--- src/software_timer_bank_macros.svh ---
// Assertion macros shared by the timer bank RTL.
`ifndef SOFTWARE_TIMER_BANK_MACROS_SVH
`define SOFTWARE_TIMER_BANK_MACROS_SVH

// Same-cycle implication, sampled on i_clk, off while i_rst_n is low.
`define STB_ASSERT_IMP(label, ante, cons) \
    label: assert property (@(posedge i_clk) disable iff (!i_rst_n) (ante) |-> (cons)) \
        else $error("software_timer_bank: assertion failed");

// Next-cycle implication, sampled on i_clk, off while i_rst_n is low.
`define STB_ASSERT_NXT(label, ante, cons) \
    label: assert property (@(posedge i_clk) disable iff (!i_rst_n) (ante) |=> (cons)) \
        else $error("software_timer_bank: assertion failed");

`endif

--- src/stb_pkg.sv ---
// Types and constants for the software timer bank.
package stb_pkg;

    localparam int MAX_RESULTS = 16;
    localparam int RES_W       = 5;
    localparam logic [RES_W-1:0] RES_MAX = RES_W'(MAX_RESULTS);

    typedef enum logic [2:0] {
        CMD_TICK  = 3'd0,
        CMD_SETUP = 3'd1,
        CMD_ARM   = 3'd2,
        CMD_START = 3'd3,
        CMD_STOP  = 3'd4,
        CMD_CHECK = 3'd5,
        CMD_QUERY = 3'd6
    } t_cmd;

    typedef enum logic [2:0] {
        ST_IDLE,
        ST_CMD,
        ST_RD,
        ST_EVAL,
        ST_DONE
    } t_state;

    typedef struct packed {
        logic [2:0]  command;
        logic [3:0]  timer_id;
        logic [31:0] ticks;
        logic        periodic;
    } t_in_item;

    typedef struct packed {
        logic [3:0] result_timer;
        logic       fired;
        logic       stopped;
        logic       last;
    } t_out_item;

    typedef struct packed {
        logic [31:0] period;
        logic [31:0] deadline;
    } t_entry;

endpackage

--- src/stb_alu.sv ---
// Shared tick adder and deadline comparator.
module stb_alu
    import stb_pkg::*;
(
    input  logic [31:0] i_now,
    input  logic [31:0] i_add_b,
    input  logic [31:0] i_cmp_b,
    output logic [31:0] o_sum,
    output logic        o_ge
);

    assign o_sum = i_now + i_add_b;
    assign o_ge  = (i_now >= i_cmp_b);

endmodule

--- src/stb_tmem.sv ---
// Period/deadline memory with per-entry valid bits; unwritten entries read as zero.
module stb_tmem
    import stb_pkg::*;
#(
    parameter int NUM_TIMERS = 16,
    parameter int IDX_W      = 4
) (
    input  logic             i_clk,
    input  logic             i_rst_n,
    input  logic             i_wr_en,
    input  logic [IDX_W-1:0] i_wr_addr,
    input  t_entry           i_wr_data,
    input  logic [IDX_W-1:0] i_rd_addr,
    output t_entry           o_rd_data
);

    t_entry                  mem [NUM_TIMERS];
    logic [NUM_TIMERS-1:0]   r_valid;
    t_entry                  r_rd_data;
    logic                    r_rd_valid;

    always_ff @(posedge i_clk) begin
        if (i_wr_en) begin
            mem[i_wr_addr] <= i_wr_data;
        end
        r_rd_data  <= mem[i_rd_addr];
        r_rd_valid <= r_valid[i_rd_addr];
    end

    always_ff @(posedge i_clk) begin
        if (!i_rst_n) begin
            r_valid <= '0;
        end else if (i_wr_en) begin
            r_valid[i_wr_addr] <= 1'b1;
        end
    end

    assign o_rd_data = r_rd_valid ? r_rd_data : '0;

endmodule

--- src/software_timer_bank.sv ---
// Top level of the software timer bank: command sequencer, timer flags and result register.
//
// Input channel (i_in_valid / o_in_ready / i_in_data) takes one command transaction
// at a time; o_in_ready is high only while the sequencer is idle.
// Output channel (o_out_valid / i_out_ready / o_out_data) carries result transactions
// from a single output register; a query gives one, a check gives one per fired
// timer (last marks the final one) or one with fired = 0 when none fire.
// Sequence: each command is accepted in idle, then executed. A query result appears
// in the register in the cycle after execute. A check scans timers through the shared
// adder/comparator, each timer passing a memory read state and an evaluate state, and
// ends early if 16 timers fire first.
// A fired timer is held back until the next one is found so that last can be set;
// if the output register is still full, the scan waits on that timer.
// Reset (synchronous, active low) zeroes the tick counter and marks all timers
// inactive, one-shot, with zero period and deadline; no clearing pass is needed.
// A stalled receiver only stalls the sequencer; no transaction is dropped.
`include "software_timer_bank_macros.svh"

module software_timer_bank
    import stb_pkg::*;
#(
    parameter int NUM_TIMERS = 16
) (
    input  logic      i_clk,
    input  logic      i_rst_n,
    input  logic      i_in_valid,
    output logic      o_in_ready,
    input  t_in_item  i_in_data,
    output logic      o_out_valid,
    input  logic      i_out_ready,
    output t_out_item o_out_data
);

    localparam int IDX_W = (NUM_TIMERS > 1) ? $clog2(NUM_TIMERS) : 1;
    localparam int CNT_W = $clog2(NUM_TIMERS + 1);
    localparam logic [CNT_W-1:0] SCAN_END = CNT_W'(NUM_TIMERS);
    localparam logic [6:0] NUM_TIMERS_W7 = 7'(NUM_TIMERS);

    t_state                r_state, n_state;
    t_in_item              r_cmd, n_cmd;
    logic [31:0]           r_now, n_now;
    logic [NUM_TIMERS-1:0] r_active, n_active;
    logic [NUM_TIMERS-1:0] r_periodic, n_periodic;
    logic [CNT_W-1:0]      r_idx, n_idx;
    logic [RES_W-1:0]      r_count, n_count;
    logic                  r_hold_valid, n_hold_valid;
    logic [3:0]            r_hold_timer, n_hold_timer;
    logic                  r_out_valid;
    t_out_item             r_out_data;

    logic                  out_free;
    logic                  out_load;
    t_out_item             out_next;
    logic                  cmd_ok;
    logic [IDX_W-1:0]      cmd_idx;
    logic [IDX_W-1:0]      scan_idx;
    logic                  eval_fire;
    logic                  mem_wr_en;
    logic [IDX_W-1:0]      mem_wr_addr;
    t_entry                mem_wr_data;
    t_entry                mem_rd_data;
    logic [31:0]           alu_add_b;
    logic [31:0]           alu_sum;
    logic                  alu_ge;
    logic                  hold_stall;
    logic                  done_load;

    assign out_free  = !r_out_valid || i_out_ready;
    assign cmd_ok    = (7'(r_cmd.timer_id) < NUM_TIMERS_W7);
    assign cmd_idx   = IDX_W'(r_cmd.timer_id);
    assign scan_idx  = r_idx[IDX_W-1:0];
    assign eval_fire = r_active[scan_idx] && alu_ge;
    assign alu_add_b = (r_state == ST_EVAL) ? mem_rd_data.period :
                       (r_cmd.command == CMD_TICK) ? 32'd1 : r_cmd.ticks;

    stb_alu u_alu (
        .i_now   (r_now),
        .i_add_b (alu_add_b),
        .i_cmp_b (mem_rd_data.deadline),
        .o_sum   (alu_sum),
        .o_ge    (alu_ge)
    );

    stb_tmem #(
        .NUM_TIMERS (NUM_TIMERS),
        .IDX_W      (IDX_W)
    ) u_tmem (
        .i_clk     (i_clk),
        .i_rst_n   (i_rst_n),
        .i_wr_en   (mem_wr_en),
        .i_wr_addr (mem_wr_addr),
        .i_wr_data (mem_wr_data),
        .i_rd_addr (scan_idx),
        .o_rd_data (mem_rd_data)
    );

    always_comb begin
        n_state      = r_state;
        n_cmd        = r_cmd;
        n_now        = r_now;
        n_active     = r_active;
        n_periodic   = r_periodic;
        n_idx        = r_idx;
        n_count      = r_count;
        n_hold_valid = r_hold_valid;
        n_hold_timer = r_hold_timer;
        out_load     = 1'b0;
        out_next     = '0;
        mem_wr_en    = 1'b0;
        mem_wr_addr  = cmd_idx;
        mem_wr_data  = '{period: r_cmd.ticks, deadline: alu_sum};
        o_in_ready   = 1'b0;

        case (r_state)
            ST_IDLE: begin
                o_in_ready = 1'b1;
                if (i_in_valid) begin
                    n_cmd   = i_in_data;
                    n_state = ST_CMD;
                end
            end
            ST_CMD: begin
                n_state = ST_IDLE;
                case (t_cmd'(r_cmd.command))
                    CMD_TICK: begin
                        n_now = alu_sum;
                    end
                    CMD_SETUP, CMD_ARM: begin
                        if (cmd_ok) begin
                            mem_wr_en           = 1'b1;
                            n_periodic[cmd_idx] = r_cmd.periodic;
                            n_active[cmd_idx]   = (r_cmd.command == CMD_ARM);
                        end
                    end
                    CMD_START: begin
                        if (cmd_ok) begin
                            n_active[cmd_idx] = 1'b1;
                        end
                    end
                    CMD_STOP: begin
                        if (cmd_ok) begin
                            n_active[cmd_idx] = 1'b0;
                        end
                    end
                    CMD_QUERY: begin
                        if (out_free) begin
                            out_load              = 1'b1;
                            out_next.result_timer = r_cmd.timer_id;
                            out_next.stopped      = cmd_ok ? !r_active[cmd_idx] : 1'b1;
                            out_next.last         = 1'b1;
                        end else begin
                            n_state = ST_CMD;
                        end
                    end
                    CMD_CHECK: begin
                        n_idx        = '0;
                        n_count      = '0;
                        n_hold_valid = 1'b0;
                        n_state      = ST_RD;
                    end
                    default: begin
                        n_state = ST_IDLE;
                    end
                endcase
            end
            ST_RD: begin
                if (r_idx == SCAN_END || r_count == RES_MAX) begin
                    n_state = ST_DONE;
                end else begin
                    n_state = ST_EVAL;
                end
            end
            ST_EVAL: begin
                if (!eval_fire) begin
                    n_idx   = r_idx + CNT_W'(1);
                    n_state = ST_RD;
                end else if (!r_hold_valid || out_free) begin
                    if (r_hold_valid) begin
                        out_load              = 1'b1;
                        out_next.result_timer = r_hold_timer;
                        out_next.fired        = 1'b1;
                    end
                    n_hold_valid = 1'b1;
                    n_hold_timer = 4'(r_idx);
                    n_count      = r_count + RES_W'(1);
                    if (r_periodic[scan_idx]) begin
                        mem_wr_en   = 1'b1;
                        mem_wr_addr = scan_idx;
                        mem_wr_data = '{period: mem_rd_data.period, deadline: alu_sum};
                    end else begin
                        n_active[scan_idx] = 1'b0;
                    end
                    n_idx   = r_idx + CNT_W'(1);
                    n_state = ST_RD;
                end
            end
            ST_DONE: begin
                if (out_free) begin
                    out_load              = 1'b1;
                    out_next.result_timer = r_hold_valid ? r_hold_timer : 4'd0;
                    out_next.fired        = r_hold_valid;
                    out_next.last         = 1'b1;
                    n_state               = ST_IDLE;
                end
            end
            default: begin
                n_state = ST_IDLE;
            end
        endcase
    end

    always_ff @(posedge i_clk) begin
        if (!i_rst_n) begin
            r_state      <= ST_IDLE;
            r_now        <= '0;
            r_active     <= '0;
            r_periodic   <= '0;
            r_idx        <= '0;
            r_count      <= '0;
            r_hold_valid <= 1'b0;
            r_out_valid  <= 1'b0;
        end else begin
            r_state      <= n_state;
            r_now        <= n_now;
            r_active     <= n_active;
            r_periodic   <= n_periodic;
            r_idx        <= n_idx;
            r_count      <= n_count;
            r_hold_valid <= n_hold_valid;
            if (out_load) begin
                r_out_valid <= 1'b1;
            end else if (i_out_ready) begin
                r_out_valid <= 1'b0;
            end
        end
    end

    always_ff @(posedge i_clk) begin
        r_cmd        <= n_cmd;
        r_hold_timer <= n_hold_timer;
        if (out_load) begin
            r_out_data <= out_next;
        end
    end

    assign o_out_valid = r_out_valid;
    assign o_out_data  = r_out_data;

    assign hold_stall = (r_state == ST_EVAL) && eval_fire && r_hold_valid && !out_free;
    assign done_load  = (r_state == ST_DONE) && out_free;

    `STB_ASSERT_IMP(a_count_cap, 1'b1, r_count <= RES_MAX)
    `STB_ASSERT_NXT(a_hold_stall, hold_stall, r_state == ST_EVAL)
    `STB_ASSERT_IMP(a_wr_state, mem_wr_en, r_state == ST_CMD || r_state == ST_EVAL)
    `STB_ASSERT_NXT(a_done_exit, done_load, r_state == ST_IDLE && o_out_valid && o_out_data.last)

endmodule
--- config.mk ---
export PLATFORM = sky130hd
export DESIGN_NAME = software_timer_bank
export DESIGN_NICKNAME = d
export VERILOG_FILES = /design/src/stb_pkg.sv /design/src/stb_alu.sv /design/src/stb_tmem.sv /design/src/software_timer_bank.sv
export VERILOG_INCLUDE_DIRS = /design/src /design/src/src
export SDC_FILE = /design/constraint.sdc
export NUM_CORES = 1
export LEC_CHECK = 0
export BUFFER_PORTS_ARGS = -buffer_cell sky130_fd_sc_hd__buf_2
export CORE_AREA = 2 2 346 348
export CTS_CLUSTER_SIZE = 24
export DETAILED_ROUTE_END_ITERATION = 10
export DIE_AREA = 0 0 348 350
export SYNTH_ARGS = -nofsm -noshare
export SYNTH_HDL_FRONTEND = slang
export SYNTH_HIERARCHICAL = 1
export SYNTH_SLANG_ARGS = --single-unit
--- constraint.sdc ---
create_clock -name i_clk -period 9.9 [get_ports i_clk]
set_clock_uncertainty 0.05 [all_clocks]
set_input_delay 1.98 -clock i_clk [delete_from_list [all_inputs] [get_ports i_clk]]
set_output_delay 1.98 -clock i_clk [all_outputs]
set_load 0.02 [all_outputs]
==> run_results.csv <==
group,metric,value,unit
routing,ant_nets,0,
critical_path,end_kind,"register",
critical_path,slowest_delay,0.99,ns
logic_synthesis,avgSynthCellArea,17.6,um2
layout,drive_above_1_share,22.2,%
power_and_ir_drop,leakagePower,18.3,nW
logic_synthesis,netlist_instances,2852,
critical_path,cp_common_cell,"buf_4",
grt,grt_max_degree,112,
logic_synthesis,synth_nets,2966,
min_path,holdCritPathClass,"register to register",
min_path,hold-path-cell-count,1,
floorplanning,num_rows,126,
logic_synthesis,yosysTopAreaCellShare,64.1,%
logic_synthesis,yosysMostFrequentCell,"edfxtp_1",
timing,worst_slack,2.71,ns
routing,dr.first_iter.drc_count,2698,
critical_path,cp.required,10.21,ns
timing,fmax,139,MHz
timing,worst_pin_slew,1.35,ns
floorplanning,io_pins,53,
layout,area_growth,12.5,%
clocking,cts_setup_buffers,0,
logic_synthesis,synth_area_leaders,"edfxtp_1 64%, mux4_2 12%, dfxtp_1 6.4%",
layout,nNetsFinal,3053,
clocking,cts_tree,"yes",
logic_synthesis,synth-edff-count,1075,
routing,dr.pass1.iters,6,
logic_synthesis,synth-simple-area-share,4.59,%
routing,wl_per_cell,26.1,um
routing,drc,0,
logic_synthesis,yosysSeqAreaShare,70.5,%
clocking,cts-resized-gates,0,
clocking,cts_root_buf,"clkbuf_16",
clocking,htree_levels,4,
logic_synthesis,synthDistinctLibCells,84,
critical_path,crit_buf_inv,4,
power_and_ir_drop,p_per_area,195,nW/um2
floorplanning,die_w,348,um
routing,vias,27100,
critical_path,critical_path_class,"register to register",
logic_synthesis,ys_ff_latch,1235,
clocking,cts.sinks,1235,
timing,rsz0062_at_grt,"false",
floorplanning,start_util,42.7,%
layout,diodes,0,
critical_path,worstPathMaxFanout,64,
grt,grt_antenna_before_repair,2,
clocking,cts_made_buffers,131,
run_status,outcome,"finished, final reports clean",
logic_synthesis,synth-xor-area-share,0.505,%
placed_design,dp_hpwl,68.6,mm
timing,fin_crit,7.19,ns
timing,post-route-period-util,72.7,%
grt,grt_pass1_wl,180,mm
floorplanning,core_area,118000,um2
logic_synthesis,ys.flop_type,"edfxtp_1",
logic_synthesis,yosys.area.top_type,"edfxtp_1",
placed_design,io_buffer_count,52,
timing,hold_viol,0,
routing,viasPerCell,5.92,
clocking,cts_buffer_depth,3,
grt,overflow,0,
logic_synthesis,yosys-top-cells-count,"1075 x edfxtp_1, 269 x mux4_2, 213 x nand2_1",
critical_path,crit_path_cell_trace,"buf_4, and2_1, inv_1, ha_1, a21o_1, a21o_1, a21oi_1, o211ai_1, a2111oi_0, nor2_1, nand3_1, o22ai_4, o211ai_4, buf_4, mux2_2, or3b_1, nor3_2, buf_4",
floorplanning,dieHeight,350,um
floorplanning,die-area,122000,um2
critical_path,worst-path-stages,18,
timing,final_max_slew_viol_count,0,
placed_design,pre_cts_slack,2.56,ns
logic_synthesis,synth_async_sr_flop_share,0,%
logic_synthesis,syn_area,50300,um2
run,maxCapViolCount,0,
logic_synthesis,synth_top_family_by_area,"multiplexers",
clocking,insertion_delay,0.77,ns
critical_path,reg2reg_depth,18,
critical_path,slowest_stage,"buf_4",
power_and_ir_drop,peakVddDrop,0.177,mV
critical_path,critPathLaunchType,"register",
logic_synthesis,yosysWarnings,6,
logic_synthesis,synthAdderAreaFrac,1.76,%
critical_path,cp.arrival,7.50,ns
placed_design,gp_congestion,0.900,
clocking,ctsHoldBuffers,0,
logic_synthesis,synth-compound-area-share,7.01,%
clocking,clkTransAtPathRegs,0.06,ns
timing,relSlewSlack,9.55,%
timing,final-setup-viol-count,0,
grt,grt_usage,19.8,%
timing,finalSetupTns,0,ns
grt,first_global_vias,27900,
logic_synthesis,synth.area.mux_share,13.5,%
critical_path,crit_family,"buffers and inverters",
routing,totalWireLength,120,mm
[cells in the final DEF, fill, tap and decap left out, drive strengths merged, types with 14 or more instances in the layout]
cell type / count
a21oi: 113
a311oi: 17
nor2: 78
edfxtp: 1075
mux2: 40
nor2b: 14
buf: 118
o21a: 21
and2: 69
mux4: 269
nor3: 23
a22o: 35
inv: 58
clkbuf: 165
ha: 69
o21bai: 14
o21ai: 44
nand2: 214
a41oi: 18
dfxtp: 160
xnor2: 20
nand3: 21
nand2b: 14
mux2i: 17
clkinv: 53
a21o: 24
a22oi: 146
[final cells by class]
type	count	area [um2]
fill	9706	61100
sequential	1235	35500
multi-input combinational	1402	14000
clock buffer	165	3500
tap	1536	1920
timing repair buffer	118	793
clock inverter	73	771
inverter	51	191
[worst register-to-register path, delay by kind of cell (launching register included)]
family,cells,cell delay (ns)
simple gates,5,1.82
flops,1,0.31
compound gates,7,1.71
fa+ha+maj,1,0.28
mux,1,0.45
buf+inv,4,2.14
[kinds of logic after synthesis]
| family | count (synthesis) |
|---|---|
| adder cells (fa/ha/maj) | 70 |
| multiplexers | 326 |
| AO/OA/AOI/OAI | 490 |
| flip-flops | 1235 |
| XOR/XNOR | 29 |
| buffers and inverters | 215 |
| AND/OR/NAND/NOR | 487 |
[final timing paths]
check                          from           endpoint  slack (ns)
setup / recovery  u_tmem/r_rd_valid  u_tmem/mem[0][29]        2.71
hold / removal    u_tmem/r_valid[7]  u_tmem/r_valid[7]        0.41
setup reg to reg  u_tmem/r_rd_valid  u_tmem/mem[0][29]        2.71
hold reg to reg   u_tmem/r_valid[7]  u_tmem/r_valid[7]        0.41
[sequential cells by signal, summed over array words and instances (netlist names)]
name               count
u_tmem/r_rd_data      64
r_active              16
u_tmem/r_rd_valid      1
r_cmd                 36
r_hold_timer           4
u_tmem/r_valid        16
r_now                 32
r_hold_valid           1
o_out_data             7
r_state                3
r_idx                  5
r_count                5
u_tmem/mem          1024
cmd_idx                4
r_periodic            16
o_out_valid            1
[metal layers]
metal | vias to the layer above | part of all wire (%) | GRT usage (%)
met5 | - | 0.011 | 0
met4 | 2 | 1.9 | 5.46
met3 | 170 | 6.3 | 3.26
met2 | 1015 | 48 | 32.1
met1 | 14300 | 44 | 27.8
li1 | 11700 | - | -
[power breakdown]
group	total [mW]	switching [mW]	internal [mW]
logic	0.418	0.282	0.136
registers	5.77	0.0323	5.74
clock network	4.83	2.04	2.79
[stage by stage]
| step | area (um2) | utilization (%) | hold slack, ns | std cells | power (mW) |
|---|---|---|---|---|---|
| floorplan | 50300 | - | 0.385 | 2852 | 6.14 |
| global placement | 52300 | 44.4 | 0.392 | 4341 | 6.28 |
| detailed placement | 52300 | 44.4 | 0.399 | 4341 | 6.30 |
| CTS | 56600 | 48.0 | 0.412 | 4579 | 11.1 |
| global route | 56600 | 48.1 | 0.434 | 4580 | 11.4 |
| finish | 56600 | 48.1 | 0.413 | 4580 | 11.0 |
Power figures use the tool's default switching activity.
